==> config.mk <==
export PLATFORM = sky130hd
export DESIGN_NAME = epaper_partial_update_waveform
export DESIGN_NICKNAME = d
export VERILOG_FILES = /design/src/hw/rtl/epw_pkg.sv /design/src/hw/rtl/epw_lookup.sv /design/src/hw/rtl/epw_count.sv /design/src/hw/rtl/epaper_partial_update_waveform.sv
export SDC_FILE = /design/constraint.sdc
export NUM_CORES = 1
export LEC_CHECK = 0
export ABC_AREA = 0
export ABC_CLOCK_PERIOD_IN_PS = 6750
export BUFFER_PORTS_ARGS = -buffer_cell sky130_fd_sc_hd__buf_2
export CORE_ASPECT_RATIO = 2
export CORE_MARGIN = 8
export CORE_UTILIZATION = 60
export CTS_CLUSTER_SIZE = 16
export DETAILED_ROUTE_END_ITERATION = 8
export PLACE_DENSITY = 0.8
export SLEW_MARGIN = 15
export SYNTH_ARGS = -nofsm -noshare
export SYNTH_HDL_FRONTEND = slang
export SYNTH_SLANG_ARGS = --single-unit
==> constraint.sdc <==
create_clock -name clk -period 6.75 [get_ports clk]
set_clock_uncertainty 0.1 [all_clocks]
set_input_delay 1.35 -clock clk [delete_from_list [all_inputs] [get_ports clk]]
set_output_delay 1.35 -clock clk [all_outputs]
set_load 0.05 [all_outputs]
==> src/hw/rtl/epw_pkg.sv <==
// Shared types, constants and table helpers for the partial-update waveform block.
// No dependencies.
package epw_pkg;

  localparam int PIX_BITS     = 8;
  localparam int NIB_BITS     = 4;
  localparam int TBL_BITS     = 64;
  localparam int ONES_BITS    = 4;
  localparam int TOTAL_BITS   = 20;
  localparam int CFG_IDX_BITS = 2;
  localparam int IN_DATA_BITS  = 16;
  localparam int OUT_DATA_BITS = 40;

  localparam logic [CFG_IDX_BITS-1:0] CFG_WHITE_LOW  = 2'd0;
  localparam logic [CFG_IDX_BITS-1:0] CFG_WHITE_HIGH = 2'd1;
  localparam logic [CFG_IDX_BITS-1:0] CFG_BLACK_LOW  = 2'd2;
  localparam logic [CFG_IDX_BITS-1:0] CFG_BLACK_HIGH = 2'd3;

  typedef logic [PIX_BITS-1:0] pix_t;
  typedef logic [TBL_BITS-1:0] tbl_t;

  typedef struct packed {
    logic frame_start;
    pix_t drawn;
    pix_t shown;
  } epw_item_t;

  typedef struct packed {
    tbl_t white_lo;
    tbl_t white_hi;
    tbl_t black_lo;
    tbl_t black_hi;
  } epw_tables_t;

  function automatic pix_t table_entry(input tbl_t lo, input tbl_t hi,
                                       input logic [NIB_BITS-1:0] nib);
    tbl_t word;
    word = nib[NIB_BITS-1] ? hi : lo;
    return word[nib[NIB_BITS-2:0]*PIX_BITS +: PIX_BITS];
  endfunction

endpackage

==> src/hw/rtl/epw_lookup.sv <==
// Mask forming and table lookup: gives both drive bytes for one item.
// Depends on epw_pkg.
module epw_lookup (
  input  epw_pkg::epw_item_t   item,
  input  epw_pkg::epw_tables_t tables,
  output epw_pkg::pix_t        drive_high,
  output epw_pkg::pix_t        drive_low,
  output logic [epw_pkg::ONES_BITS-1:0] whiten_ones
);
  import epw_pkg::*;

  pix_t whiten;
  pix_t blacken;

  assign whiten  = item.shown & ~item.drawn;
  assign blacken = ~item.shown & item.drawn;

  assign drive_high =
    table_entry(tables.white_lo, tables.white_hi, whiten[7:4]) &
    table_entry(tables.black_lo, tables.black_hi, blacken[7:4]);
  assign drive_low =
    table_entry(tables.white_lo, tables.white_hi, whiten[3:0]) &
    table_entry(tables.black_lo, tables.black_hi, blacken[3:0]);

  always_comb begin
    whiten_ones = '0;
    for (int b = 0; b < PIX_BITS; b++) begin
      whiten_ones = whiten_ones + ONES_BITS'(whiten[b]);
    end
  end

endmodule

==> src/hw/rtl/epw_count.sv <==
// Saturating per-frame count of whitening pixels.
// Depends on epw_pkg.
module epw_count #(
  parameter int COUNT_BITS = 20
) (
  input  logic                           clk,
  input  logic                           rst_n,
  input  logic                           en,
  input  logic                           clear,
  input  logic [epw_pkg::ONES_BITS-1:0]  ones,
  output logic [COUNT_BITS-1:0]          count_nxt
);
  import epw_pkg::*;

  logic [COUNT_BITS-1:0] count_r;
  logic [COUNT_BITS-1:0] base;
  logic [COUNT_BITS:0]   sum;

  assign base = clear ? '0 : count_r;
  assign sum  = {1'b0, base} + (COUNT_BITS+1)'(ones);
  assign count_nxt = sum[COUNT_BITS] ? {COUNT_BITS{1'b1}} : sum[COUNT_BITS-1:0];

  always_ff @(posedge clk) begin
    if (!rst_n) begin
      count_r <= '0;
    end else if (en) begin
      count_r <= count_nxt;
    end
  end

endmodule

==> src/hw/rtl/epaper_partial_update_waveform.sv <==
// Partial-update waveform former: input register, table lookup and count, result register.
// An accepted item reaches out_tvalid through two register stages: input, then result.
// Throughput: one item per cycle unless out_tready stalls; single lookup and count pass.
// Reset (rst_n low, synchronous): clears the count, all four tables and both valid flags.
// Depends on epw_pkg, epw_lookup, epw_count.
module epaper_partial_update_waveform #(
  parameter int COUNT_BITS = 20
) (
  input  logic                                 clk,
  input  logic                                 rst_n,
  input  logic                                 in_tvalid,
  output logic                                 in_tready,
  input  logic [epw_pkg::IN_DATA_BITS-1:0]     in_tdata,  // shown_byte, drawn_byte
  input  logic                                 in_tuser,  // frame_start
  output logic                                 out_tvalid,
  input  logic                                 out_tready,
  output logic [epw_pkg::OUT_DATA_BITS-1:0]    out_tdata, // drive_high, drive_low,
                                                          // whitening_total, zero pad
  input  logic                                 cfg_we,
  input  logic [epw_pkg::CFG_IDX_BITS-1:0]     cfg_index,
  input  logic [epw_pkg::TBL_BITS-1:0]         cfg_wdata
);
  import epw_pkg::*;

  epw_tables_t tables_r;
  epw_item_t   item_r;
  logic        item_vld_r;
  logic        out_vld_r;
  pix_t        drive_high_r;
  pix_t        drive_low_r;
  logic [TOTAL_BITS-1:0] total_r;

  pix_t                  drive_high;
  pix_t                  drive_low;
  logic [ONES_BITS-1:0]  whiten_ones;
  logic [COUNT_BITS-1:0] count_nxt;
  logic [31:0]           count_ext;
  logic                  adv;

  assign adv       = item_vld_r && (!out_vld_r || out_tready);
  assign in_tready = !item_vld_r || adv;

  always_ff @(posedge clk) begin
    if (!rst_n) begin
      tables_r <= '0;
    end else if (cfg_we) begin
      case (cfg_index)
        CFG_WHITE_LOW:  tables_r.white_lo <= cfg_wdata;
        CFG_WHITE_HIGH: tables_r.white_hi <= cfg_wdata;
        CFG_BLACK_LOW:  tables_r.black_lo <= cfg_wdata;
        CFG_BLACK_HIGH: tables_r.black_hi <= cfg_wdata;
        default: ;
      endcase
    end
  end

  always_ff @(posedge clk) begin
    if (!rst_n) begin
      item_vld_r <= 1'b0;
    end else if (in_tready) begin
      item_vld_r <= in_tvalid;
    end
  end

  always_ff @(posedge clk) begin
    if (in_tready && in_tvalid) begin
      item_r <= '{frame_start: in_tuser, drawn: in_tdata[15:8], shown: in_tdata[7:0]};
    end
  end

  epw_lookup u_lookup (
    .item        (item_r),
    .tables      (tables_r),
    .drive_high  (drive_high),
    .drive_low   (drive_low),
    .whiten_ones (whiten_ones)
  );

  epw_count #(
    .COUNT_BITS (COUNT_BITS)
  ) u_count (
    .clk       (clk),
    .rst_n     (rst_n),
    .en        (adv),
    .clear     (item_r.frame_start),
    .ones      (whiten_ones),
    .count_nxt (count_nxt)
  );

  assign count_ext = 32'(count_nxt);

  always_ff @(posedge clk) begin
    if (!rst_n) begin
      out_vld_r <= 1'b0;
    end else if (!out_vld_r || out_tready) begin
      out_vld_r <= item_vld_r;
    end
  end

  always_ff @(posedge clk) begin
    if (adv) begin
      drive_high_r <= drive_high;
      drive_low_r  <= drive_low;
      total_r      <= count_ext[TOTAL_BITS-1:0];
    end
  end

  assign out_tvalid = out_vld_r;
  assign out_tdata  = {{(OUT_DATA_BITS-TOTAL_BITS-2*PIX_BITS){1'b0}},
                       total_r, drive_low_r, drive_high_r};

endmodule

==> run metrics <==
WHS Path Cells=2; post-synthesis cell count=1704; # setup viols final=0; fmax=188 MHz; Final Power=around 4.2 mW; CP startpoint=item_r[9]; startpoint class of the critical path=register; Die Span Y=about 250 µm; CTS tree=built; drt via density=approximately 6.6; Final nets=1843; Rows=85; # hold bufs at CTS=0; H-tree levels=1; post-cts sizing count=0; reg2reg setup slack=1.42 ns; flops & latches, synth=about 330; Hold WC Path Type=register to register; Area growth, synth to finish=9.53%; P_int=between 3 and 4 mW; Die X=~130 µm; Psw=1.15 mW; Critical Path RT=between 7 and 8 ns; Crit. End Element=register; Pwr Density=239 nW/µm²; Final min period=5.33 ns; antenna violations before repair=0; Reg-to-Reg Start=item_r[9]; Max VDD drop=0.226 mV; setup_tns=0 ns; io pins=130; placed cell areas=between 15000 and 20000 µm²; Worst-Margin Slew=1.20 ns; Vias=14000; endpoints failing hold=0; clk sinks=331; asr flop ratio synth=0%; CTS Root Cell=clkbuf_16; Clk pin slew, worst setup/hold paths=0.07 ns; Pre-antenna DRT Iters=5; WL final=52.6 mm; Sequential Power Share=50.1%; Final Cell Area=17800 µm²; Iteration-0 DRC Markers=1519; Routed Antenna Nets=0; Gate power share=12.8%; path depth of the worst reg2reg path=14; switch share=27.0%; detailed placement HPWL=~34 mm; Core ar.=26800 µm²; Num CTS Buffers=28; wire per inst=approximately 25 µm; average cell area after synthesis=9.51 µm²; Initial Util=60.5%; Routability Congestion=approximately 0.97; Post-CTS Setup Bufs=0; Slew Limit Fails=0; Synth warnings=0; Relative slew margins=19.4%; Worst R2R End=u_count.count_r[17]; top_reg_cell synth=dfxtp_1; clock latency on the worst-skew pair=approximately 0.57 ns; Tcrit/Tclk final=between 70 and 80%; min-delay src=tables_r[179]; synthesized area=16200 µm²; Netlist cell types=58; # port buffers=125; share of cells above drive strength 1=around 19%; Max Root-Sink Buffers=3; Critical Setup Path Class=register to register; number of remaining DRC errors=0; Seq/Total Area, Yosys=between 40% and 50%; first-pass GRT wire length=79.6 mm; status=finished, final reports clean; Filler cells=2128; number of synthesized flops with an enable pin=53; worst-case hold slack=0.364 ns; pin count of the biggest net entering global routing=117; cell leakage power=6.14 nW; RSZ-0062 raised after global routing=false; full die area=32800 µm²; max cap viols=0; grt ovf=0; vias in the first global route=approximately 14000; Hold Path End=tables_r[179]; CP arrival=5.71 ns; share of power burned in the clock network=37.1%; Max FO, Critical Path=12; all-layer global routing usage=31.3%
## cells in the mapped netlist (9+ instances only)
cell	instances	area share [%]
a22oi_1	33	1.5
buf_1	12	0.28
o21ai_0	20	0.62
nand3_1	9	0.28
nand2b_1	18	0.69
nor2_1	27	0.63
dfxtp_1	278	34
mux2i_1	19	1.2
a221oi_1	16	0.86
buf_4	14	0.65
a21oi_1	275	8.5
edfxtp_1	53	9.8
nor2b_1	32	1.2
a211oi_1	18	0.83
nand2_1	534	12
mux4_2	128	18
clkbuf_1	96	2.2
buf_2	15	0.46
a31oi_1	12	0.46
## critical path, stage by stage, from the launching register on
cell and delay [ns]:
edfxtp_1 0.38, nand2b_1 0.18, inv_1 0.10, ha_1 0.25, fa_1 0.50, fa_1 0.43, fa_1 0.43, fa_1 0.45
xor2_1 0.16, ha_1 0.37, nand3_1 0.20, a2111oi_4 0.81, and2_1 0.52, mux2i_1 0.15, a31oi_1 0.20
## worst max-delay path by stage
| stage | endpoint | slack (ns) | cells after the start |
|---|---|---|---|
| after global placement | u_count.count_r[6] | 1.63 | 14 |
| after detailed placement | u_count.count_r[10] | 1.52 | 14 |
| after floorplan | u_count.count_r[18] | 2.01 | 15 |
| final | u_count.count_r[17] | 1.42 | 14 |
| after global routing | u_count.count_r[10] | 1.19 | 14 |
| after CTS | u_count.count_r[17] | 1.49 | 14 |
## cell families after synthesis
logic type               Yosys count  synth area share [%]
AND/OR/NAND/NOR                  663                  17.3
other                              1                0.0231
AO/OA/AOI/OAI                    388                  13.7
adder cells (fa/ha/maj)           12                  1.16
flip-flops                       331                  44.2
buffers and inverters            150                  4.10
multiplexers                     148                  19.0
XOR/XNOR                          11                 0.594
## layout by cell type, fill, tap and decap left out, drive strengths merged, types with 2 or more instances in the layout
cell type,n
nand3b,5
ha,7
nor2,27
inv,10
buf,147
or4,2
a31oi,12
o21bai,2
o211ai,3
fa,5
dfxtp,278
nand4,6
a22oi,33
nand2b,20
or2b,2
nand4b,3
edfxtp,53
conb,4
clkbuf,42
xor2,3
clkinv,9
and3,3
nand3,10
mux2i,19
a211oi,18
o221a,2
o21ai,20
nor2b,32
mux4,128
diode,2
nor4,3
a21oi,275
nor3,6
or3b,2
a221oi,16
xnor2,8
and2,3
nand2,535
## per-stage QoR
stage	setup slack (ns)	std cells	util, %
after floorplan	2.01	1707	-
after global placement	1.63	2061	63.0
after detailed placement	1.52	2061	63.0
after CTS	1.49	2113	66.2
after global routing	1.19	2113	66.2
final	1.42	2115	66.2
## power groups by stage
stage | combinational (mW) | clock (mW) | sequential (mW)
after floorplan | 0.310 | 0 | 2.20
after global placement | 0.518 | 0 | 2.16
after detailed placement | 0.529 | 0 | 2.17
after CTS | 0.530 | 1.57 | 2.12
after global routing | 0.572 | 1.65 | 2.13
final | 0.544 | 1.57 | 2.12
## metal layers
layer	global-route usage [%]	share of wire [%]
met1	33.8	32
met2	53.3	50
met3	5.67	8.8
met4	24.4	8.4
met5	0	0
## cell type report
| cell class | count | area [µm²] | area share (%) |
|---|---|---|---|
| Clock inverter | 10 | 47.5 | 0.268 |
| Multi-Input combinational cell | 1226 | 8460 | 47.7 |
| Inverter | 9 | 38.8 | 0.218 |
| Antenna cell | 2 | 5.00 | 0.0282 |
| Tap cell | 348 | 435 | 2.45 |
| Sequential cell | 331 | 7160 | 40.3 |
| Clock buffer | 42 | 816 | 4.60 |
| Timing Repair Buffer | 147 | 791 | 4.45 |
## sequential cells by signal, indices dropped and copies added, names as in the netlist
signal,count
drive_high_r,8
drive_low_r,8
item_r,17
item_vld_r,1
out_tvalid,1
tables_r,256
total_r,20
u_count.count_r,20
No activity file was read; power rests on OpenSTA's default activity.
